$ cat config.mk
export PLATFORM = sky130hd
export DESIGN_NAME = rotary_encoder_value_adjuster
export DESIGN_NICKNAME = d
export VERILOG_FILES = /design/src/hw/rtl/reva_pkg.sv /design/src/hw/rtl/reva_core.sv /design/src/hw/rtl/rotary_encoder_value_adjuster.sv
export SDC_FILE = /design/constraint.sdc
export NUM_CORES = 1
export LEC_CHECK = 0
export ABC_AREA = 1
export BUFFER_PORTS_ARGS = -buffer_cell sky130_fd_sc_hd__buf_4
export CORE_UTILIZATION = 59
export CTS_CLUSTER_SIZE = 40
export DETAILED_ROUTE_END_ITERATION = 7
export GPL_ROUTABILITY_DRIVEN = 0
export PLACE_DENSITY = 0.84
export SYNTH_ARGS = -nofsm -noshare
export SYNTH_HDL_FRONTEND = slang
export SYNTH_SLANG_ARGS = --single-unit
$ cat constraint.sdc
create_clock -name clock -period 5.8 [get_ports clock]
set_input_delay 0 -clock clock [delete_from_list [all_inputs] [get_ports clock]]
set_output_delay 0 -clock clock [all_outputs]
set_load 0.01 [all_outputs]
$ cat src/hw/rtl/reva_pkg.sv
// Shared types, codes and reset constants for the rotary encoder value adjuster.
package reva_pkg;

   // Event codes carried on the request operation field
   localparam logic [1:0] OP_PULSE_EDGE = 2'd0;
   localparam logic [1:0] OP_DIR_EDGE   = 2'd1;
   localparam logic [1:0] OP_TIMER_TICK = 2'd2;
   localparam logic [1:0] OP_BUTTON     = 2'd3;

   // Register indexes on the csr port
   localparam int unsigned CSR_INDEX_W = 8;
   localparam logic [CSR_INDEX_W-1:0] CSR_TICK_THRESHOLD = 8'd0;
   localparam logic [CSR_INDEX_W-1:0] CSR_LOCKOUT_TICKS  = 8'd1;
   localparam logic [CSR_INDEX_W-1:0] CSR_FIRST_MAX      = 8'd2;
   localparam logic [CSR_INDEX_W-1:0] CSR_SECOND_MAX     = 8'd3;
   localparam int unsigned CSR_DATA_W = 16;

   localparam int unsigned COUNT_W = 8;
   localparam int unsigned VALUE_W = 16;

   // Reset values
   localparam logic [COUNT_W-1:0] TICK_THRESHOLD_RST = 8'd3;
   localparam logic [COUNT_W-1:0] LOCKOUT_TICKS_RST  = 8'd4;
   localparam logic [VALUE_W-1:0] FIRST_MAX_RST      = 16'd100;
   localparam logic [VALUE_W-1:0] SECOND_MAX_RST     = 16'd200;
   localparam logic [VALUE_W-1:0] FIRST_VALUE_RST    = 16'd50;
   localparam logic [VALUE_W-1:0] SECOND_VALUE_RST   = 16'd100;

   typedef struct packed {
      logic [COUNT_W-1:0] tick_threshold;
      logic [COUNT_W-1:0] lockout_ticks;
      logic [VALUE_W-1:0] first_max;
      logic [VALUE_W-1:0] second_max;
   } cfg_type;

   typedef struct packed {
      logic [VALUE_W-1:0] first_value;
      logic [VALUE_W-1:0] second_value;
      logic               page;
      logic               locked_out;
   } result_type;

endpackage

$ cat src/hw/rtl/reva_core.sv
// Encoder decode, debounce lockout, page select and value stepping state.
module reva_core (
   input  logic                 clock,
   input  logic                 reset,
   input  logic                 accept,
   input  logic [1:0]           operation,
   input  logic                 pulse_level,
   input  logic                 dir_level,
   input  reva_pkg::cfg_type    cfg,
   output reva_pkg::result_type result
);

   logic [reva_pkg::COUNT_W-1:0] up_ticks_ff, up_ticks_in;
   logic [reva_pkg::COUNT_W-1:0] down_ticks_ff, down_ticks_in;
   logic                         phase_ff, phase_in;
   logic                         lockout_ff, lockout_in;
   logic [reva_pkg::COUNT_W-1:0] lockout_count_ff, lockout_count_in;
   logic                         page_ff, page_in;
   logic [reva_pkg::VALUE_W-1:0] value_one_ff, value_one_in;
   logic [reva_pkg::VALUE_W-1:0] value_two_ff, value_two_in;

   logic                         is_dir;
   logic                         same;
   logic                         count_up;
   logic                         count_down;
   logic [reva_pkg::COUNT_W-1:0] up_inc;
   logic [reva_pkg::COUNT_W-1:0] down_inc;
   logic [reva_pkg::COUNT_W-1:0] lock_inc;
   logic                         step_up;
   logic                         step_down;
   logic [reva_pkg::VALUE_W-1:0] cur_value;
   logic [reva_pkg::VALUE_W-1:0] cur_ceil;
   logic [reva_pkg::VALUE_W:0]   value_plus;
   logic [reva_pkg::VALUE_W-1:0] stepped_value;

   // Decode the edge against the stored phase
   assign is_dir     = (operation == reva_pkg::OP_DIR_EDGE);
   assign same       = (pulse_level == dir_level);
   assign count_up   = (!is_dir && same && !phase_ff) || (is_dir && !same && phase_ff);
   assign count_down = (is_dir && same && !phase_ff) || (!is_dir && !same && phase_ff);
   assign up_inc     = up_ticks_ff + 1'b1;
   assign down_inc   = down_ticks_ff + 1'b1;
   assign lock_inc   = lockout_count_ff + 1'b1;
   assign step_up    = count_up && (up_inc >= cfg.tick_threshold);
   assign step_down  = count_down && (down_inc >= cfg.tick_threshold);

   // Saturating step of the value on the selected page
   assign cur_value  = page_ff ? value_two_ff : value_one_ff;
   assign cur_ceil   = page_ff ? cfg.second_max : cfg.first_max;
   assign value_plus = {1'b0, cur_value} + 1'b1;

   always_comb begin
      stepped_value = cur_value;
      if (step_up) begin
         if (value_plus > {1'b0, cur_ceil}) begin
            stepped_value = cur_ceil;
         end else begin
            stepped_value = value_plus[reva_pkg::VALUE_W-1:0];
         end
      end else if (step_down && (cur_value != '0)) begin
         stepped_value = cur_value - 1'b1;
      end
   end

   // Next state for the accepted event
   always_comb begin
      up_ticks_in      = up_ticks_ff;
      down_ticks_in    = down_ticks_ff;
      phase_in         = phase_ff;
      lockout_in       = lockout_ff;
      lockout_count_in = lockout_count_ff;
      page_in          = page_ff;
      value_one_in     = value_one_ff;
      value_two_in     = value_two_ff;
      unique case (operation) inside
         reva_pkg::OP_PULSE_EDGE, reva_pkg::OP_DIR_EDGE: begin
            if (!lockout_ff) begin
               // Clear the opposite counter, count this direction
               if (same ^ is_dir) begin
                  down_ticks_in = '0;
               end else begin
                  up_ticks_in = '0;
               end
               if (count_up) begin
                  up_ticks_in = step_up ? '0 : up_inc;
               end
               if (count_down) begin
                  down_ticks_in = step_down ? '0 : down_inc;
               end
               if (page_ff) begin
                  value_two_in = stepped_value;
               end else begin
                  value_one_in = stepped_value;
               end
               phase_in   = same;
               lockout_in = 1'b1;
            end
         end
         reva_pkg::OP_TIMER_TICK: begin
            if (lockout_ff) begin
               if (lock_inc >= cfg.lockout_ticks) begin
                  lockout_count_in = '0;
                  lockout_in       = 1'b0;
               end else begin
                  lockout_count_in = lock_inc;
               end
            end
         end
         default: begin
            page_in = !page_ff;
         end
      endcase
   end

   // Hold state between accepted transactions
   always_ff @(posedge clock) begin
      if (reset) begin
         up_ticks_ff      <= '0;
         down_ticks_ff    <= '0;
         phase_ff         <= 1'b0;
         lockout_ff       <= 1'b0;
         lockout_count_ff <= '0;
         page_ff          <= 1'b0;
         value_one_ff     <= reva_pkg::FIRST_VALUE_RST;
         value_two_ff     <= reva_pkg::SECOND_VALUE_RST;
      end else if (accept) begin
         up_ticks_ff      <= up_ticks_in;
         down_ticks_ff    <= down_ticks_in;
         phase_ff         <= phase_in;
         lockout_ff       <= lockout_in;
         lockout_count_ff <= lockout_count_in;
         page_ff          <= page_in;
         value_one_ff     <= value_one_in;
         value_two_ff     <= value_two_in;
      end
   end

   // Result reflects the state after the event
   assign result.first_value  = value_one_in;
   assign result.second_value = value_two_in;
   assign result.page         = page_in;
   assign result.locked_out   = lockout_in;

   // A running lockout count exists only inside a lockout
   assert property (@(posedge clock) disable iff (reset)
      (lockout_count_ff != '0) |-> lockout_ff)
      else $error("lockout count running without lockout");

   // Counting one direction always clears the other
   assert property (@(posedge clock) disable iff (reset)
      !((up_ticks_ff != '0) && (down_ticks_ff != '0)))
      else $error("up and down tick counters both nonzero");

   // An edge taken outside lockout starts a lockout
   assert property (@(posedge clock) disable iff (reset)
      (accept && !lockout_ff && ((operation == reva_pkg::OP_PULSE_EDGE) ||
       (operation == reva_pkg::OP_DIR_EDGE))) |=> lockout_ff)
      else $error("accepted edge did not start lockout");

endmodule

$ cat src/hw/rtl/rotary_encoder_value_adjuster.sv
// Top level of the rotary encoder value adjuster: csr registers and result buffer.
//
// Usage: each req transaction carries one event (pulse edge, direction edge,
// timer tick or button press) with the current pin levels. Every event gives
// exactly one rsp transaction holding both values, the page and the lockout
// flag as they stand after the event. Registers are written over the csr
// channel (index 0 tick threshold, 1 lockout ticks, 2 first max, 3 second max);
// csr_ready is always high and other indexes are dropped. Write them only while
// no response is outstanding.
// An accepted request's response is registered into the head or the skid entry.
// Throughput: one event per cycle while req_ready is high; the whole update is one
// pass of compare and add logic from the state registers into a two-entry response buffer.
// Stalls: the buffer holds a response plus one more; req_ready drops only when
// both entries are occupied, and rises again as soon as rsp takes one.
// Reset: synchronous, active high; clears the buffer, restores the register
// defaults (3, 4, 100, 200), values 50 and 100, page 0, no lockout.
module rotary_encoder_value_adjuster (
   input  logic                               clock,
   input  logic                               reset,
   input  logic                               req_valid,
   output logic                               req_ready,
   input  logic [1:0]                         req_operation,
   input  logic                               req_pulse_level,
   input  logic                               req_dir_level,
   output logic                               rsp_valid,
   input  logic                               rsp_ready,
   output logic [reva_pkg::VALUE_W-1:0]       rsp_first_value,
   output logic [reva_pkg::VALUE_W-1:0]       rsp_second_value,
   output logic                               rsp_page,
   output logic                               rsp_locked_out,
   input  logic                               csr_valid,
   output logic                               csr_ready,
   input  logic [reva_pkg::CSR_INDEX_W-1:0]   csr_index,
   input  logic [reva_pkg::CSR_DATA_W-1:0]    csr_wdata
);

   reva_pkg::cfg_type    cfg_ff;
   reva_pkg::result_type result;
   reva_pkg::result_type head_ff;
   reva_pkg::result_type skid_ff;
   logic                 head_valid_ff;
   logic                 skid_valid_ff;
   logic                 push;
   logic                 pop;

   assign csr_ready = 1'b1;
   assign req_ready = !skid_valid_ff;
   assign push      = req_valid && req_ready;
   assign pop       = head_valid_ff && rsp_ready;

   // Decode csr writes
   always_ff @(posedge clock) begin
      if (reset) begin
         cfg_ff.tick_threshold <= reva_pkg::TICK_THRESHOLD_RST;
         cfg_ff.lockout_ticks  <= reva_pkg::LOCKOUT_TICKS_RST;
         cfg_ff.first_max      <= reva_pkg::FIRST_MAX_RST;
         cfg_ff.second_max     <= reva_pkg::SECOND_MAX_RST;
      end else if (csr_valid) begin
         unique case (csr_index)
            reva_pkg::CSR_TICK_THRESHOLD:
               cfg_ff.tick_threshold <= csr_wdata[reva_pkg::COUNT_W-1:0];
            reva_pkg::CSR_LOCKOUT_TICKS:
               cfg_ff.lockout_ticks <= csr_wdata[reva_pkg::COUNT_W-1:0];
            reva_pkg::CSR_FIRST_MAX:
               cfg_ff.first_max <= csr_wdata[reva_pkg::VALUE_W-1:0];
            reva_pkg::CSR_SECOND_MAX:
               cfg_ff.second_max <= csr_wdata[reva_pkg::VALUE_W-1:0];
            default: begin
            end
         endcase
      end
   end

   reva_core u_core (
      .clock       (clock),
      .reset       (reset),
      .accept      (push),
      .operation   (req_operation),
      .pulse_level (req_pulse_level),
      .dir_level   (req_dir_level),
      .cfg         (cfg_ff),
      .result      (result)
   );

   // Two-entry response buffer: advance skid into head on pop
   always_ff @(posedge clock) begin
      if (reset) begin
         head_valid_ff <= 1'b0;
         skid_valid_ff <= 1'b0;
      end else begin
         if (pop) begin
            if (skid_valid_ff) begin
               head_valid_ff <= 1'b1;
               skid_valid_ff <= push;
            end else begin
               head_valid_ff <= push;
               skid_valid_ff <= 1'b0;
            end
         end else if (push) begin
            if (head_valid_ff) begin
               skid_valid_ff <= 1'b1;
            end else begin
               head_valid_ff <= 1'b1;
            end
         end
      end
   end

   always_ff @(posedge clock) begin
      if (pop) begin
         if (skid_valid_ff) begin
            head_ff <= skid_ff;
            if (push) begin
               skid_ff <= result;
            end
         end else if (push) begin
            head_ff <= result;
         end
      end else if (push) begin
         if (head_valid_ff) begin
            skid_ff <= result;
         end else begin
            head_ff <= result;
         end
      end
   end

   assign rsp_valid        = head_valid_ff;
   assign rsp_first_value  = head_ff.first_value;
   assign rsp_second_value = head_ff.second_value;
   assign rsp_page         = head_ff.page;
   assign rsp_locked_out   = head_ff.locked_out;

   // The skid entry is only ever behind an occupied head
   assert property (@(posedge clock) disable iff (reset)
      skid_valid_ff |-> head_valid_ff)
      else $error("skid entry occupied with empty head");

   // Every accepted request leaves a response pending
   assert property (@(posedge clock) disable iff (reset)
      push |=> rsp_valid)
      else $error("accepted request produced no response");

   // A full buffer that is not drained stays full and keeps req blocked
   assert property (@(posedge clock) disable iff (reset)
      (skid_valid_ff && !rsp_ready) |=> !req_ready)
      else $error("full buffer lost an entry without a pop");

endmodule
# Yosys cells after proc, flatten, opt, wreduce, memory -nomap -nowiden
# Index checks and enable logic that the tools add are counted.
word_totals:
  word_cells: 120
  reg_bits: 177
  in_bits: 33
  ramBits: 0
  latch_bits: 0
  output_inout_bits: 37
  mem_count: 0
  rom_bits: 0
op_classes:
  reduce_logical: 40
  mux: 38
  multipliers: 0
  shift: 0
  magnitude_cmp: 4
  div: 0
  add_sub_neg: 5
  n_eq_ne: 9
  bitwise: 2
ops:
  columns: ["operator", "n"]
  rows:
  - ["two-way mux 34 bit", 9]
  - ["two-way mux 16 bit", 11]
  - ["two-way mux 8 bit", 7]
  - ["adder 8 x 1 -> 8 bit, second input constant", 3]
  - ["greater-or-equal comparator 8 bit", 3]
  - ["adder 16 x 1 -> 17 bit, second input constant", 1]
  - ["> comparator 17 x 16 -> 1 bit", 1]
  - ["equality test 8 x 2 -> 1 bit, second input constant", 2]
  - ["nonzero test 16 bit", 1]
  - ["subtractor 16 x 1 -> 16 bit, second input constant", 1]
  - ["logical AND 1 bit", 13]
  - ["AND reduction 3 bit", 4]
  - ["two-way mux 1 bit", 10]
  - ["AND reduction 2 bit", 5]
  - ["equality test 8 x 1 -> 1 bit, second input constant", 1]
  - ["logical NOT 8 bit", 1]
  - ["AND reduction 4 bit", 2]
  - ["nonzero test 2 bit", 4]
  - ["logical NOT 1 bit", 5]
  - ["!= test 2 x 1 -> 1 bit, second input constant", 2]
  - ["OR reduction 3 bit", 1]
  - ["equality test 2 x 1 -> 1 bit, second input constant", 1]
  - ["equality test 2 bit, second input constant", 1]
  - ["logical NOT 2 bit", 1]
  - ["7 further kinds", 8]

# Depth between registers and ports, before layout
# Gate-level depths: netlist (run 1).
depth:
  depth_word: 15
  ltp_mapped: 32
  mapped_depth_nobuf: 29

# Cells and area by module
# Synthesis (run 1) repeated with hierarchy kept, for this count alone.
hier_totals:
  hier_cells: 1323
  area_unflattened_um2: 10630.2
by_module_without_submodules:
  columns: ["module", "seq_area_each_um2", "area_each_um2", "cells_per_inst", "n_inst"]
  rows:
  - ["reva_core", 1181.1, 5944.5, 906, 1]
  - ["rotary_encoder_value_adjuster", 3042.9, 4685.7, 417, 1]

# Worst setup path before layout (run 1)
# Ideal clock, no wire load.
synth_path:
  path_kind: "register to register"
  startpoint: "register u_core.page_ff"
  endpoint: "register head_ff, in the netlist rsp_first_value[0], data pin"
  required_time_ps: 5533
  stages_incl_launch_ff: 32
  path_buffers: 3
  synth_period_minus_slack_ps: 3631
  setup_ps: 267
  arrival_ps: 3364
  setup_slack_ps: 2169
  cell_sequence: "dfxtp_1 buf_6 buf_6 o21ai_4 ha_1 inv_1 nor2_1 nand2_1 nor2_2 nand2_1 nor2_1 nand2_1 nand2_1 inv_1 ha_1 nand2_1 inv_1 nand2_1 nor2_1 a21oi_1 nand2_1 nand2_1 nand2_1 nand2_1 nand2_4 nand2_4 buf_6 nand2_1 nand3_1 nand3_1 nand2_1 a21oi_1"
synth_between:
  elab_chain_cells: 11
  elab_cells_between_ends: 18
  classes_between: "2 x add/sub; 1 x order compare; 13 x mux; 2 x reduce/logical"
synth_rtl:
  columns: ["element", "line", "source"]
  rows:
  - ["start: declaration", "reva_core.sv:18", "logic page_ff, page_in;"]
  - ["start signal: assignment", "reva_core.sv:132", "page_ff <= page_in;"]
  - ["two-way mux 16 bit", "reva_core.sv:48", "assign cur_value = page_ff ? value_two_ff : value_one_ff;"]
  - ["adder 16 x 1 -> 17 bit or nonzero test 16 bit (tied branches)", "reva_core.sv:50, reva_core.sv:60", null]
  - ["> comparator 17 x 16 -> 1 bit or logical AND 1 bit (tied branches)", "reva_core.sv:55, reva_core.sv:60", null]
  - ["two-way mux 16 bit (on tied branches)", "reva_core.sv:55, reva_core.sv:60", null]
  - ["two-way mux 16 bit", "reva_core.sv:54", "if (step_up) begin"]
  - ["two-way mux 16 bit (*)", "reva_core.sv:90", "if (page_ff) begin"]
  - ["two-way mux 16 bit (*)", "reva_core.sv:77", "if (!lockout_ff) begin"]
  - ["two-way mux 16 bit (*)", "reva_core.sv:75", "unique case (operation) inside"]
  - ["two-way mux 34 bit (on tied branches)", "rotary_encoder_value_adjuster.sv:120, rotary_encoder_value_adjuster.sv:116", null]
  - ["two-way mux 34 bit (on tied branches)", "rotary_encoder_value_adjuster.sv:119, rotary_encoder_value_adjuster.sv:111", null]
  - ["two-way mux 34 bit (*)", "rotary_encoder_value_adjuster.sv:110", "if (pop) begin"]
  - ["end signal: assignment", "rotary_encoder_value_adjuster.sv:112", "head_ff <= skid_ff;"]
  - ["end signal: assignment", "rotary_encoder_value_adjuster.sv:117", "head_ff <= result;"]
  - ["end signal: assignment", "rotary_encoder_value_adjuster.sv:123", "head_ff <= result;"]
  - ["end: declaration", "rotary_encoder_value_adjuster.sv:39", "reva_pkg::result_type head_ff;"]
# Mark *: on every way between the ends. The rest lies on a longest branch, timed or not. The select of a mux whose other input is x is not followed.
# A chain may end at the register's enable or synchronous reset.

# Worst setup path after layout (run 1)
layout_path:
  startpoint: "register u_core.page_ff"
  endpoint: "register head_ff, in the netlist rsp_first_value[8], data pin"
# Same word-level chain as after synthesis.

==> metrics, run 1 <==
status=finished, final reports clean; reg2reg end=rsp_first_value[8]; Placed Area=10,500 um2; Overflow after GRT=0; Worst IR Drop VDD=0.000230 V; top-area cell type share of the netlist area=22.1%; Final Instance Area=11,300 um2; area growth from synthesis to layout=14.3%; initial antenna violation count=0; Pwr Total=3.17 mW; CP top delay family=simple AND/OR/NAND/NOR gates; largest net degree at the start of global routing=80; Worst Hold End=u_core.phase_ff; largest family of logic cells by synthesized area=simple AND/OR/NAND/NOR gates; Die ar.=17,300 um2; Avg WL per Cell=15.0 um; Max stage delay on crit path=0.84 ns; Finish-stage setup viols=0; Slew HR=13.4%; initial drt markers=724; reg2reg start=u_core.page_ff; row cnt=46; clock transition at the registers of the reported paths=0.07 ns; Synth area leaders=dfxtp_1, edfxtp_1, nand2_1, ha_1, nor2_1; syn avg cell area=7.70 um2; most common cell in the netlist=nand2_1; power per cell area=281 nW/um2; Ports=70; final setup skew=0.0121 ns; Leak=5.07 nW; Finished Core Util=70.0%; vias=8,759; cell taking the most area after synthesis=dfxtp_1; Post-Layout Cell Count=1,578; simple-gate share of the synthesized area=23.8%; ANT nets after route=0; Tcrit/Tclk final=80.1%; Worst R2R Path Depth=23; starting density of the core=61.3%; hold path depth=4; Die Y=131 um; unrepaired setup endpoints after global routing=no; adder-cell share of the synthesized area=6.33%; crit path kind=flop to flop; Mapped Area=9880 um2; Ant. Diodes=0; clock tree buffer depth=2; Min Clock Period, post-route=4.65 ns; TritonCTS clock tree=built; layout cells sized above 1=11.5%; NumNets Final=1,432; Startpoint Class=flop; Post-synth top flop=dfxtp_1; critical path data required time=5.95 ns; CP bufs+invs=4; CTS Sinks=177; Gate Count Post-Synth=1,283; Synth Register Bits=177; vias per std cell=5.55; clock buffer count from CTS=17; CTS H-tree depth=4; DRT Wirelength=23,700 um; number of flops mapped to enable cells by yosys=68; Ys Warns=0; Synth Area in Compound Gates=13.6%; Cell Chain, Critical Path=buf_4 > nand2_1 > o21ai_4 > inv_2 > nor2_2 > nand2_1 > nor2_2 > nand2_1 > nor2_1 > xor2_1 > inv_1 > ha_1 > nand2_1 > inv_1 > nand4_1 > nor3_1 > nand2_2 > nand2_4 > nand2_1 > nand3_1 > nand3_1 > nand2_1 > a21oi_1; Synth cell types=44; Net Count, Synth=1,366; core box area=16,100 um2; worst hold path class=input port to flop; Final Hold Viols=0; drt first pass iters=6; Fin Setup TNS=0 ns; Cells after DPL=1,522; Slew Viols, Final=0; Post-synth ARST share=0%; drc violations=0; global-route wire length before repair=39,600 um; Clk Latency, worst-skew pair=0.44 ns; maximum fanout along the worst path=35; I/O Buffers=68; Crit path arrival time=4.80 ns; vias in the first global route=8,155; Synth Area in XOR/XNOR=3.46%; Die X=131 um; # Max-Cap Violations=0; post-synthesis sequential area ratio=42.8%; Crit-path slowest cell=dfxtp_2; Worst Max-Slew Pin Slew=1.29 ns; Total Routing Usage GR=28.7%; CTS Root Cell=clkbuf_16; hold path startpoint=req_pulse_level; dpl hpwl=16,600 um; Fmax=215 MHz; Crit path top cell by count=nand2_1; Reg2Reg Setup Slack=1.15 ns; commonest cells in the netlist=nand2_1, nor2_1, inv_1, dfxtp_1, a21oi_1; post-synthesis mux area share=1.52%; crit end category=flop
[layer usage]
layer,GRT usage (%),vias to the layer above,part of all wire [%]
li1,-,4364,-
met1,37.8,4002,44
met2,46.5,341,46
met3,4.67,52,7.0
met4,12.4,0,3.0
met5,0,-,0
[tightest hold or removal path: cells and delay by family]
family,cells,cell delay [ns]
AO/OA/AOI/OAI,1,0.08
XOR/XNOR,1,0.14
buffers and inverters,2,0.22
[registers in the layout, summed over array words and instances, names as in the netlist]
signal / count
u_core.phase_ff: 1
cfg_ff: 48
rsp_first_value: 16
u_core.up_ticks_ff: 8
rsp_second_value: 16
u_core.down_ticks_ff: 8
u_core.value_two_ff: 16
rsp_valid: 1
u_core.lockout_ff: 1
u_core.page_ff: 1
rsp_page: 1
skid_valid_ff: 1
skid_ff: 34
rsp_locked_out: 1
u_core.lockout_count_ff: 8
u_core.value_one_ff: 16
[per-stage QoR]
stage                     hold slack (ns)  worst slack [ns]
after global routing               0.0673             0.731
after CTS                          0.0345              1.17
after detailed placement            0.248              1.21
final                              0.0532              1.15
after floorplan                     0.113              2.17
after global placement              0.242              1.37
[cell usage in the layout (no fill, tap or decap), drive strengths merged, types with 10 or more instances in the layout]
| cell type | count |
|---|---|
| nand3 | 100 |
| a22oi | 17 |
| inv | 166 |
| dfxtp | 109 |
| dlygate4sd3 | 24 |
| nor2 | 158 |
| nand2 | 249 |
| o21ai | 114 |
| buf | 74 |
| or2 | 15 |
| clkbuf | 17 |
| a21oi | 100 |
| ha | 50 |
| mux2i | 15 |
| edfxtp | 68 |
| xor2 | 32 |
| nand4 | 10 |
[how the worst max path moves through the flow]
| stage | startpoint | end | slack [ns] | cells after the start |
|---|---|---|---|---|
| 2_1_floorplan | u_core.page_ff | rsp_first_value[0] | 2.17 | 31 |
| 3_3_place_gp | u_core.page_ff | rsp_first_value[8] | 1.37 | 27 |
| 3_5_place_dp | u_core.page_ff | rsp_first_value[8] | 1.21 | 23 |
| 4_1_cts | u_core.page_ff | rsp_first_value[8] | 1.17 | 23 |
| 5_1_grt | u_core.page_ff | rsp_first_value[8] | 0.73 | 23 |
| 6_report | u_core.page_ff | rsp_first_value[8] | 1.15 | 23 |
[area by class of cell]
class | count | area (um2)
clock buffers | 17 | 425
clock inverters | 15 | 144
fillers | 1319 | 4830
inverters | 159 | 597
multi-input cells | 896 | 4830
flip-flops and latches | 177 | 4230
well taps | 216 | 270
repair buffers | 98 | 796
[cells by family (layout without fill, tap and decap cells)]
kind of cell,after synthesis,after routing
adders and majority gates,50,50
and+or+nand+nor,550,550
AOI/OAI and AO/OA,241,241
DFF,177,177
buffers and inverters,210,289
xor gates and xnor gates,39,39
other,1,1
muxes,15,15
[report_power, final]
| part | total, mW | internal [mW] | switching, mW | leakage, nW |
|---|---|---|---|---|
| combinational | 0.639 | 0.223 | 0.416 | 3.27 |
| clock | 1.10 | 0.569 | 0.529 | 0.273 |
| sequential | 1.43 | 1.39 | 0.0456 | 1.53 |
| total | 3.17 | 2.18 | 0.991 | 5.07 |
[timing repair]
action	CTS	global route
resized for setup	0	0
setup buffers	0	0
hold buffers	24	0
endpoints found under the hold margin	73	0
Power figures use the tool's default switching activity.
==> run 2: changes to the inputs <==
==> constraint.sdc (replaced) <==
create_clock -name clock -period 4.4 [get_ports clock]
set_input_delay 0 -clock clock [delete_from_list [all_inputs] [get_ports clock]]
set_output_delay 0 -clock clock [all_outputs]
set_load 0.01 [all_outputs]
==> run 2 against run 1 <==
Compared with the run above: sequential power is 31% higher; sequential share of layout area fell by 0.34 points; critical path type unchanged; clock skew down 0.0050 ns; register-to-register slack lost 0.82 ns; global-route usage is 0.14 points lower; routed wire length up 2.9%; setup slack worse by 0.82 ns; first-iteration DRC count up 24%; largest cell class unchanged.
==> metrics, run 2 (synthesized netlist as in run 1, its figures left out) <==
clock buffer count from CTS=17; dpl hpwl=17,100 um; cell-internal power=2.94 mW; final setup skew=0.00710 ns; initial drt markers=896; Crit path arrival time=4.23 ns; DRT Wirelength=24,400 um; Min Clock Period, post-route=4.06 ns; starting density of the core=61.3%; setup slack after layout=0.336 ns; TritonCTS clock tree=built; Die Y=131 um; sequential share of power=44.4%; clock transition at the registers of the reported paths=0.07 ns; Worst IR Drop VDD=0.000292 V; worst hold path class=input port to flop; Comb pwr share=21.2%; Avg WL per Cell=15.3 um; layout cells sized above 1=12.3%; Slew HR=46.6%; Worst Max-Slew Pin Slew=0.799 ns; Placed Area=10,500 um2; Final Hold Viols=0; biggest regs=cfg_ff (48), skid_ff (34); Tcrit/Tclk final=92.4%; Ports=70; global-route wire length before repair=39,600 um; Finished Core Util=70.7%; CTS Root Cell=clkbuf_16; clock tree buffer depth=2; Slew Viols, Final=0; drt first pass iters=7; maximum fanout along the worst path=18; Finish-stage setup viols=0; crit path kind=flop to flop; Final Instance Area=11,400 um2; Total Routing Usage GR=28.5%; drc violations=0; Fmax=246 MHz; initial antenna violation count=0; # Max-Cap Violations=0; vias per std cell=5.57; vias in the first global route=8,213; core box area=16,100 um2; CTS H-tree depth=4; I/O Buffers=68; dpl ws=0.367 ns; row cnt=46; sw frac=30.7%; Sw Pwr=1.30 mW; largest net degree at the start of global routing=63; status=finished, final reports clean; Startpoint Class=flop; critical path data required time=4.57 ns; Die X=131 um; clock network fraction of total power=34.4%; CTS Sinks=177; Ant. Diodes=0; area growth from synthesis to layout=15.4%; vias=8,848; power per cell area=372 nW/um2; Overflow after GRT=0; ANT nets after route=0; NumNets Final=1,442; Die ar.=17,300 um2; max reg flops=48; most frequent cells in the layout=nand2_1, nor2_1, inv_1; crit end category=flop; Leak=5.12 nW; Clk Latency, worst-skew pair=0.44 ns; Reg with most FFs=cfg_ff; commonest non-fill, non-tap cell in the layout=nand2_1
-- run 2: cell count changes in the layout (fill, tap and decap cells not counted), sizes merged --
cell,before,now
clkinvlp,3,4
nand2,249,251
clkbuf,17,18
bufinv,0,1
buf,74,83
dlygate4sd3,24,23
inv,166,160
clkinv,5,8
-- run 2: cell type report --
cell class	count	area [um2]
Multi-Input combinational cell	898	4870
Fill cell	1275	4720
Sequential cell	177	4230
Timing Repair Buffer	106	861
Inverter	159	597
Clock buffer	18	439
Tap cell	216	270
Clock inverter	14	133
-- run 2: metrics by stage --
step	TNS, ns	cells	hold WS [ns]	power [mW]
finish	0	1588	0.0346	4.24
global route	-0.0273	1588	0.0830	4.40
CTS	0	1583	0.0100	4.20
detailed placement	0	1528	0.250	2.75
global placement	0	1528	0.244	2.72
floorplan	0	1283	0.113	2.48
-- run 2: power by group through the flow --
stage               sequential (mW)  combinational, mW  clock (mW)
CTS                            1.88              0.853        1.46
finish                         1.88              0.900        1.46
global route                   1.89              0.993        1.52
floorplan                      1.91              0.571           0
detailed placement             1.91              0.832           0
global placement               1.91              0.809           0
-- run 2: what timing repair did --
action	4_1_cts	5_1_grt
hold endpoints to repair	74	0
endpoints found under the setup margin	0	40
resized for setup	0	6
buffers inserted	0	3
hold buffers	23	0
-- run 2: metal layers --
layer	track usage, %	vias up	share of wire (%)
met5	0	-	0
met4	12.0	0	2.8
met3	4.90	52	7.7
met2	46.9	388	47
met1	37.1	4035	43
li1	-	4373	-
-- run 2: path summary, 6_finish.rpt --
path | from | slack [ns] | depth (start not counted) | end
setup / recovery | u_core.value_one_ff[0] | 0.34 | 23 | rsp_first_value[8]
hold / removal | csr_index[3] | 0.03 | 5 | cfg_ff[32]
setup reg to reg | u_core.value_one_ff[0] | 0.34 | 23 | rsp_first_value[8]
hold reg to reg | cfg_ff[35] | 0.46 | 2 | cfg_ff[35]
-- run 2: worst max-delay path, cell delays in order (launching register included) --
cell and delay [ns]:
dfxtp_1 0.33, inv_1 0.08, o21ai_4 0.24, ha_1 0.21
inv_1 0.04, nor2_1 0.17, nand2_1 0.14, nor2_2 0.19
nand2_1 0.15, nor2_1 0.15, xor2_1 0.20, inv_1 0.07
ha_1 0.29, nand2_1 0.05, inv_1 0.07, nand4_1 0.10
nor3_1 0.22, nand2_2 0.32, nand2_4 0.25, nand2_1 0.09
nand3_1 0.12, nand3_1 0.10, nand2_1 0.14, a21oi_1 0.08
